===== config.mk =====
export PLATFORM = sky130hd
export DESIGN_NAME = morse_character_encoder
export DESIGN_NICKNAME = d
export VERILOG_FILES = /design/src/hw/rtl/mce_pkg.sv /design/src/hw/rtl/mce_ctrl.sv /design/src/hw/rtl/mce_dpath.sv /design/src/hw/rtl/morse_character_encoder.sv
export SDC_FILE = /design/constraint.sdc
export NUM_CORES = 1
export LEC_CHECK = 0
export BUFFER_PORTS_ARGS = -buffer_cell sky130_fd_sc_hd__buf_2
export CAP_MARGIN = 10
export CORE_ASPECT_RATIO = 1.5
export CORE_MARGIN = 1
export CORE_UTILIZATION = 39
export DETAILED_ROUTE_END_ITERATION = 7
export GPL_TIMING_DRIVEN = 0
export PLACE_DENSITY = 0.61
export SLEW_MARGIN = 0
export SYNTH_ARGS = -nofsm -noshare
export SYNTH_HDL_FRONTEND = slang
export SYNTH_HIERARCHICAL = 1
export SYNTH_SLANG_ARGS = --single-unit

===== constraint.sdc =====
create_clock -name clock -period 5.9 [get_ports clock]
set_clock_uncertainty 0.1 [all_clocks]
set_input_delay 1.18 -clock clock [delete_from_list [all_inputs] [get_ports clock]]
set_output_delay 1.18 -clock clock [all_outputs]
set_load 0.02 [all_outputs]

===== src/hw/rtl/mce_pkg.sv =====
// shared types, constants and the morse code lookup for the character encoder
// no dependencies
package mce_pkg;

   // symbol codes on the result channel
   typedef enum logic [2:0] {
      SYM_DIT   = 3'd0,
      SYM_DAH   = 3'd1,
      SYM_SHORT = 3'd2,
      SYM_LGAP  = 3'd3,
      SYM_WGAP  = 3'd4
   } symbol_type;

   // configuration register indexes
   localparam logic [1:0] CSR_DIT_EN   = 2'd0;
   localparam logic [1:0] CSR_DAH_EN   = 2'd1;
   localparam logic [1:0] CSR_LGAP_EN  = 2'd2;
   localparam logic [1:0] CSR_WGAP_EN  = 2'd3;

   localparam logic [7:0] LEAD_LIMIT = 8'h80;
   localparam logic [7:0] SPACE_CHAR = 8'h20;
   localparam logic [7:0] UPPER_A    = 8'h41;
   localparam logic [7:0] LOWER_A    = 8'h61;
   localparam logic [7:0] DIGIT_0    = 8'h30;

   localparam int unsigned MAX_ELEMS = 7;   // longest morse pattern
   localparam int unsigned SLOTS     = 8;   // pattern elements plus the gap slot

   typedef struct packed {
      logic [7:0] char_byte;
      logic       text_start;
   } req_type;

   typedef struct packed {
      logic [2:0] symbol;
      logic       run_last;
   } rsp_type;

   // one morse pattern: element i is a dah when dahs[i] is set
   typedef struct packed {
      logic       short_flag;
      logic [2:0] len;
      logic [MAX_ELEMS-1:0] dahs;
   } code_type;

   typedef struct packed {
      logic load;
      logic step;
   } cmd_type;

   typedef struct packed {
      logic slots_empty;
      logic out_free;
      logic step_last;
   } sts_type;

   localparam code_type LETTER_CODES [26] = '{
      '{1'b0, 3'd2, 7'b0000010},   // a
      '{1'b0, 3'd4, 7'b0000001},   // b
      '{1'b0, 3'd4, 7'b0000101},   // c
      '{1'b0, 3'd3, 7'b0000001},   // d
      '{1'b0, 3'd1, 7'b0000000},   // e
      '{1'b0, 3'd4, 7'b0000100},   // f
      '{1'b0, 3'd3, 7'b0000011},   // g
      '{1'b0, 3'd4, 7'b0000000},   // h
      '{1'b0, 3'd2, 7'b0000000},   // i
      '{1'b0, 3'd4, 7'b0001110},   // j
      '{1'b0, 3'd3, 7'b0000101},   // k
      '{1'b0, 3'd4, 7'b0000010},   // l
      '{1'b0, 3'd2, 7'b0000011},   // m
      '{1'b0, 3'd2, 7'b0000001},   // n
      '{1'b0, 3'd3, 7'b0000111},   // o
      '{1'b0, 3'd4, 7'b0000110},   // p
      '{1'b0, 3'd4, 7'b0001011},   // q
      '{1'b0, 3'd3, 7'b0000010},   // r
      '{1'b0, 3'd3, 7'b0000000},   // s
      '{1'b0, 3'd1, 7'b0000001},   // t
      '{1'b0, 3'd3, 7'b0000100},   // u
      '{1'b0, 3'd4, 7'b0001000},   // v
      '{1'b0, 3'd3, 7'b0000110},   // w
      '{1'b0, 3'd4, 7'b0001001},   // x
      '{1'b0, 3'd4, 7'b0001101},   // y
      '{1'b0, 3'd4, 7'b0000011}    // z
   };

   localparam code_type DIGIT_CODES [10] = '{
      '{1'b0, 3'd5, 7'b0011111},
      '{1'b0, 3'd5, 7'b0011110},
      '{1'b0, 3'd5, 7'b0011100},
      '{1'b0, 3'd5, 7'b0011000},
      '{1'b0, 3'd5, 7'b0010000},
      '{1'b0, 3'd5, 7'b0000000},
      '{1'b0, 3'd5, 7'b0000001},
      '{1'b0, 3'd5, 7'b0000011},
      '{1'b0, 3'd5, 7'b0000111},
      '{1'b0, 3'd5, 7'b0001111}
   };

   function automatic code_type code_lookup(input logic [7:0] b);
      code_type   c;
      logic [7:0] off;
      c   = '{1'b0, 3'd0, 7'b0000000};
      off = 8'd0;
      case (b) inside
         [8'h41:8'h5A]: begin
            off = b - UPPER_A;
            c   = LETTER_CODES[off[4:0]];
         end
         [8'h61:8'h7A]: begin
            off = b - LOWER_A;
            c   = LETTER_CODES[off[4:0]];
         end
         [8'h30:8'h39]: begin
            off = b - DIGIT_0;
            c   = DIGIT_CODES[off[3:0]];
         end
         8'h84, 8'hA4: c = '{1'b0, 3'd4, 7'b0001010};
         8'h96, 8'hB6: c = '{1'b0, 3'd4, 7'b0000111};
         8'h9C, 8'hBC: c = '{1'b0, 3'd4, 7'b0001100};
         8'h9F:        c = '{1'b0, 3'd7, 7'b0011000};
         8'h2E:        c = '{1'b0, 3'd6, 7'b0101010};
         8'h2C:        c = '{1'b0, 3'd6, 7'b0110011};
         8'h3A:        c = '{1'b0, 3'd6, 7'b0000111};
         8'h3B:        c = '{1'b0, 3'd6, 7'b0010101};
         8'h3F:        c = '{1'b0, 3'd6, 7'b0001100};
         8'h21:        c = '{1'b0, 3'd6, 7'b0110101};
         8'h2D:        c = '{1'b0, 3'd6, 7'b0100001};
         8'h5F:        c = '{1'b0, 3'd6, 7'b0101100};
         8'h28:        c = '{1'b0, 3'd5, 7'b0001101};
         8'h29:        c = '{1'b0, 3'd6, 7'b0101101};
         8'h27:        c = '{1'b0, 3'd6, 7'b0011110};
         8'h22:        c = '{1'b1, 3'd1, 7'b0000000};
         8'h3D:        c = '{1'b0, 3'd5, 7'b0010001};
         8'h2B:        c = '{1'b0, 3'd5, 7'b0001010};
         8'h2F:        c = '{1'b0, 3'd5, 7'b0001001};
         8'h40:        c = '{1'b0, 3'd6, 7'b0010110};
         default:      c = '{1'b0, 3'd0, 7'b0000000};
      endcase
      return c;
   endfunction

endpackage


===== src/hw/rtl/mce_ctrl.sv =====
// sequencer for the character encoder: takes a byte, then steps out its symbols
// depends on mce_pkg
module mce_ctrl (
   input  logic             clock,
   input  logic             reset,
   input  logic             req_valid,
   output logic             req_stall,
   output mce_pkg::cmd_type cmd,
   input  mce_pkg::sts_type sts
);
   import mce_pkg::*;

   typedef enum logic {
      ST_IDLE,
      ST_RUN
   } state_type;

   state_type state_ff, state_in;

   always_comb begin
      state_in = state_ff;
      cmd      = '{load: 1'b0, step: 1'b0};
      case (state_ff)
         ST_IDLE: begin
            if (req_valid) begin
               cmd.load = 1'b1;
               state_in = ST_RUN;
            end
         end
         ST_RUN: begin
            if (sts.slots_empty) begin
               // lead byte or everything disabled
               state_in = ST_IDLE;
            end else if (sts.out_free) begin
               cmd.step = 1'b1;
               if (sts.step_last) begin
                  state_in = ST_IDLE;
               end
            end
         end
         default: state_in = ST_IDLE;
      endcase
   end

   assign req_stall = (state_ff != ST_IDLE);

   always_ff @(posedge clock) begin
      if (reset) begin
         state_ff <= ST_IDLE;
      end else begin
         state_ff <= state_in;
      end
   end

endmodule


===== src/hw/rtl/mce_dpath.sv =====
// datapath of the character encoder: enables, lead-byte flag, symbol slots, output word
// depends on mce_pkg
module mce_dpath (
   input  logic             clock,
   input  logic             reset,
   input  mce_pkg::req_type req_data,
   input  logic             rsp_stall,
   output logic             rsp_valid,
   output mce_pkg::rsp_type rsp_data,
   input  logic             csr_wr_en,
   input  logic [1:0]       csr_index,
   input  logic             csr_wr_data,
   input  mce_pkg::cmd_type cmd,
   output mce_pkg::sts_type sts
);
   import mce_pkg::*;

   logic dit_en_ff, dah_en_ff, lgap_en_ff, wgap_en_ff;
   logic pending_ff, pending_in;
   logic [SLOTS-1:0] slots_ff, slots_in;
   logic [MAX_ELEMS-1:0] dahs_ff;
   logic short_ff, space_ff;
   logic rsp_valid_ff, rsp_valid_in;
   rsp_type rsp_data_ff, rsp_data_in;

   code_type   code;
   logic       pend_eff;
   logic       is_lead;
   logic [SLOTS-1:0] load_slots;
   logic [SLOTS-1:0] rest_slots;
   logic [2:0] pick;
   symbol_type pick_sym;

   // config registers
   always_ff @(posedge clock) begin
      if (reset) begin
         dit_en_ff  <= 1'b1;
         dah_en_ff  <= 1'b1;
         lgap_en_ff <= 1'b1;
         wgap_en_ff <= 1'b1;
      end else if (csr_wr_en) begin
         case (csr_index)
            CSR_DIT_EN:  dit_en_ff  <= csr_wr_data;
            CSR_DAH_EN:  dah_en_ff  <= csr_wr_data;
            CSR_LGAP_EN: lgap_en_ff <= csr_wr_data;
            CSR_WGAP_EN: wgap_en_ff <= csr_wr_data;
            default: ;
         endcase
      end
   end

   // slot mask at load: one bit per symbol that will be sent, gap in the top slot
   always_comb begin
      code     = code_lookup(req_data.char_byte);
      pend_eff = pending_ff && !req_data.text_start;
      is_lead  = !pend_eff && (req_data.char_byte > LEAD_LIMIT);
      for (int i = 0; i < MAX_ELEMS; i++) begin
         load_slots[i] = (3'(i) < code.len) &&
                         (code.dahs[i] ? dah_en_ff : dit_en_ff);
      end
      load_slots[SLOTS-1] = (req_data.char_byte == SPACE_CHAR) ? wgap_en_ff : lgap_en_ff;
      if (is_lead) begin
         load_slots = '0;
      end
   end

   // lowest pending slot goes out next
   always_comb begin
      pick = 3'd0;
      for (int i = SLOTS - 1; i >= 0; i--) begin
         if (slots_ff[i]) begin
            pick = 3'(i);
         end
      end
      rest_slots       = slots_ff;
      rest_slots[pick] = 1'b0;
      if (pick == 3'(SLOTS - 1)) begin
         pick_sym = space_ff ? SYM_WGAP : SYM_LGAP;
      end else if (short_ff) begin
         pick_sym = SYM_SHORT;
      end else begin
         pick_sym = dahs_ff[pick] ? SYM_DAH : SYM_DIT;
      end
   end

   always_comb begin
      pending_in   = pending_ff;
      slots_in     = slots_ff;
      rsp_valid_in = rsp_valid_ff && rsp_stall;
      rsp_data_in  = rsp_data_ff;
      if (cmd.load) begin
         pending_in = is_lead;
         slots_in   = load_slots;
      end
      if (cmd.step) begin
         slots_in     = rest_slots;
         rsp_valid_in = 1'b1;
         rsp_data_in  = '{symbol: pick_sym, run_last: (rest_slots == '0)};
      end
   end

   always_ff @(posedge clock) begin
      if (reset) begin
         pending_ff   <= 1'b0;
         slots_ff     <= '0;
         rsp_valid_ff <= 1'b0;
      end else begin
         pending_ff   <= pending_in;
         slots_ff     <= slots_in;
         rsp_valid_ff <= rsp_valid_in;
      end
   end

   always_ff @(posedge clock) begin
      rsp_data_ff <= rsp_data_in;
      if (cmd.load) begin
         dahs_ff  <= code.dahs;
         short_ff <= code.short_flag;
         space_ff <= (req_data.char_byte == SPACE_CHAR);
      end
   end

   assign sts.slots_empty = (slots_ff == '0);
   assign sts.out_free    = !rsp_valid_ff || !rsp_stall;
   assign sts.step_last   = (rest_slots == '0);

   assign rsp_valid = rsp_valid_ff;
   assign rsp_data  = rsp_data_ff;

endmodule


===== src/hw/rtl/morse_character_encoder.sv =====
// top level of the morse character encoder
// depends on mce_pkg, mce_ctrl and mce_dpath
//
// takes one text byte per word on the req channel and sends its morse symbols
// on the rsp channel, one symbol per word: dits and dahs in order, then a
// letter gap, or only a word gap for a space. letters are case-insensitive;
// digits, umlauts, sharp s and common punctuation are covered, and a quotation
// mark gives one short dit. with no lead byte pending, a byte above 0x80 is a
// utf-8 lead: it is swallowed and the next byte is encoded as it stands.
// text_start drops a pending lead. unknown bytes give only the letter gap.
// each symbol kind has an enable (csr index 0 dit and short dit, 1 dah,
// 2 letter gap, 3 word gap, all set after reset); disabled symbols are
// skipped, so a byte may give no words at all. run_last marks the final
// symbol of a byte.
// timing: a byte is taken, then the sequencer sends one symbol per cycle
// through the output register while the rsp channel does not stall; a stall
// holds the sequencer, and no new byte is taken until the last symbol of a
// byte has been stepped out. that last symbol may still wait in the output
// register while the next byte is taken.
module morse_character_encoder (
   input  logic             clock,
   input  logic             reset,
   // text bytes in
   input  logic             req_valid,
   output logic             req_stall,
   input  mce_pkg::req_type req_data,
   // symbols out
   output logic             rsp_valid,
   input  logic             rsp_stall,
   output mce_pkg::rsp_type rsp_data,
   // symbol enables
   input  logic             csr_wr_en,
   input  logic [1:0]       csr_index,
   input  logic             csr_wr_data
);
   import mce_pkg::*;

   cmd_type cmd;
   sts_type sts;

   // sequencer: idle until a byte comes, then one symbol per free output slot
   mce_ctrl u_ctrl (
      .clock     (clock),
      .reset     (reset),
      .req_valid (req_valid),
      .req_stall (req_stall),
      .cmd       (cmd),
      .sts       (sts)
   );

   // code lookup, lead-byte tracking, slot mask and output register
   mce_dpath u_dpath (
      .clock       (clock),
      .reset       (reset),
      .req_data    (req_data),
      .rsp_stall   (rsp_stall),
      .rsp_valid   (rsp_valid),
      .rsp_data    (rsp_data),
      .csr_wr_en   (csr_wr_en),
      .csr_index   (csr_index),
      .csr_wr_data (csr_wr_data),
      .cmd         (cmd),
      .sts         (sts)
   );

endmodule

==> run metrics <==
I/O Pins 23; ys async rst share 0; CTS Sinks 27; CP Cell Sequence buf_2 > buf_2 > inv_2 > ha_1 > buf_2 > nor3b_1 > xnor2_1 > o21ai_0 > o211a_1 > a211oi_2 > mux2i_1 > o21ai_1; hold bufs inserted after CTS 0; Buf/Inv on CP 4; Vias per Instance 6.02; Distinct cells, synth 81; CP Launch Type primary input; first-pass GRT wire length 14,000 um; vias in the first global route 2,916; core box area 7230 um^2; # diodes 0; IO Port Bufs 19; Syn Nets 403; Final Slew Violations 0; CTS buffer count 3; synthesis-stage register bit count 27; CTS tree built; Worst Setup Slack, final 1900 ps; outcome complete, no violations; Avg Cell Area, Syn 7.72 um^2; Rows 38; layout cell share with drive strength beyond 1 0.142; shortest period the worst path allows 4000 ps; CP Class in -> reg; Synth warnings 6; cell taking the most area after synthesis edfxtp_1; Starting Density 0.404; vias 3,016; worst setup path start req_data[1]; most frequent CP cell buf_2; WL per Instance 17.2 um; post_cts resized 0; register area 661 um^2; # setup viols final 0; largest cells by area after synthesis edfxtp_1 (12%), dfxtp_1 (10%), mux2i_1 (5.5%); DP Worst Slack 1690 ps; Clock Tree Root clkbuf_8; Routability Congestion 0.954; register area share after synthesis 0.226; area grow syn2layout 9.22%; Worst Path Arrival 4070 ps; Largest register FFs 8; most used flip-flop cell after synthesis dfxtp_1; Slew HR 0.448; fill count 786; Final Hold Fails 0; # DRC 0; Die Y 108 um; setup TNS 0 ps; gr ovfl total 0; maximum level of the CTS H-tree 1; area of the die 7840 um^2; reg2reg start u_dpath/slots_ff[0]$_SDFFE_PP0P_; Fmax achieved 250 MHz; DRT iter0 DRCs 228; Post-synth EDFFs 12; Post-Route WL 8630 um; critical path's top delay family compound AO/OA/AOI/OAI gates; CP max stage cell xnor2_1; proportion of netlist area held by the largest area contributor 0.123; Worst-Skew Late Latency 280 ps; area of the multi-input gates 2030 um^2; final net count 427; worst min path class reg -> reg; hold wc startpoint u_dpath/wgap_en_ff$_SDFFE_PP1P_; PD cells 155 nW/um^2; Final HPWL DP 6830 um; VDD IR max 0.0785 mV; total of max-cap violations 0; Worst Tran Pin Value 821 ps; largest net degree at the start of global routing 17; width of the die 72.6 um; Post CTS Setup Buffer Count 0; CP Capture Type flip-flop; initial antenna violation count 0; Final period util 0.678; crit path max fanout 10; flop2flop setup slack 2430 ps; Routed Antenna Nets 0; CP required 5970 ps; clock-pin transition on the worst setup and hold timing paths 100 ps; slowest stage delay, CP 560 ps; Mapped Area 2920 um^2; Largest Register u_dpath/slots_ff; overall global routing resource usage 0.230; leakage 0.00121 uW; DRT Pass-1 Iters 5; Cells after Synth 378; CTS Buffer Depth 2; RSZ-0062 raised after global routing no
[where the power goes]
group / internal, uW / switching (uW)
logic: 64.6 / 107
clock network: 48.1 / 60.8
registers: 206 / 6.75
total: 318 / 175
[path summary, 6_finish.rpt]
check / end / cells after the start
min reg2reg: u_dpath/wgap_en_ff$_SDFFE_PP1P_ / 2
max reg2reg: u_dpath/slots_ff[5]$_SDFFE_PP0P_ / 10
min: u_dpath/wgap_en_ff$_SDFFE_PP1P_ / 2
max: u_dpath/slots_ff[3]$_SDFFE_PP0P_ / 12
[layer usage]
layer,share of wire,routed length [um],GRT usage,vias up
li1,-,-,-,1485
met1,0.37,3200,0.243,1375
met2,0.53,4560,0.428,126
met3,0.044,376,0.0121,30
met4,0.057,493,0.158,0
met5,0,0,0,-
[cell usage after synthesis (11+ instances only)]
| cell | instances |
|---|---|
| o21ai_0 | 15 |
| nor3_1 | 11 |
| buf_2 | 15 |
| nand2_1 | 29 |
| dfxtp_1 | 15 |
| clkbuf_1 | 12 |
| mux2i_1 | 16 |
| edfxtp_1 | 12 |
| nor2_1 | 34 |
| nand3_1 | 14 |
| a21oi_1 | 23 |
| inv_1 | 17 |
[cell type report]
| type | instances | area share |
|---|---|---|
| buffer | 31 | 0.0483 |
| clock buffer | 3 | 0.0130 |
| clock inverter | 1 | 0.00236 |
| inverter | 19 | 0.0224 |
| multi-input combinational | 301 | 0.638 |
| sequential | 27 | 0.207 |
| tap | 100 | 0.0393 |
| timing repair buffer | 19 | 0.0298 |
[layout by cell type, fill, tap and decap left out, types with 5 or more instances in the layout]
cell / n
nor2_1: 34
o211ai_1: 7
nand2b_1: 6
o22ai_1: 5
and3_1: 5
buf_2: 34
a31oi_1: 8
nand2_1: 29
inv_1: 17
nor2b_1: 8
a21oi_1: 23
clkbuf_1: 12
nand3_1: 14
o21ai_0: 15
o31ai_1: 7
a211oi_1: 9
dfxtp_1: 15
edfxtp_1: 12
nor3_1: 11
mux2i_1: 16
ha_1: 8
[logic make-up (layout without fill, tap and decap cells)]
family                   Yosys count  in the layout  synth area share
buffers and inverters             50             73            0.0772
multiplexers                      19             19            0.0703
AO/OA/AOI/OAI                    124            124             0.299
AND/OR/NAND/NOR                  146            146             0.277
flip-flops                        27             27             0.226
XOR/XNOR                           2              2           0.00858
adder cells (fa/ha/maj)           10             10            0.0412
[tightest hold or removal path, stage by stage (launching register included)]
cell	delay [ps]
dfxtp_1	340
mux2i_1	70
nand2_1	60
[stage by stage]
step	util	hold slack, ps	instance area (um^2)	instances	power [uW]
finish	0.441	394	3190	501	493
global route	0.441	437	3190	501	518
CTS	0.441	397	3190	501	493
detailed placement	0.434	372	3140	497	386
global placement	0.434	370	3140	497	384
floorplan	-	343	2920	378	340
Note: power is estimated with default switching activity, not from simulation.
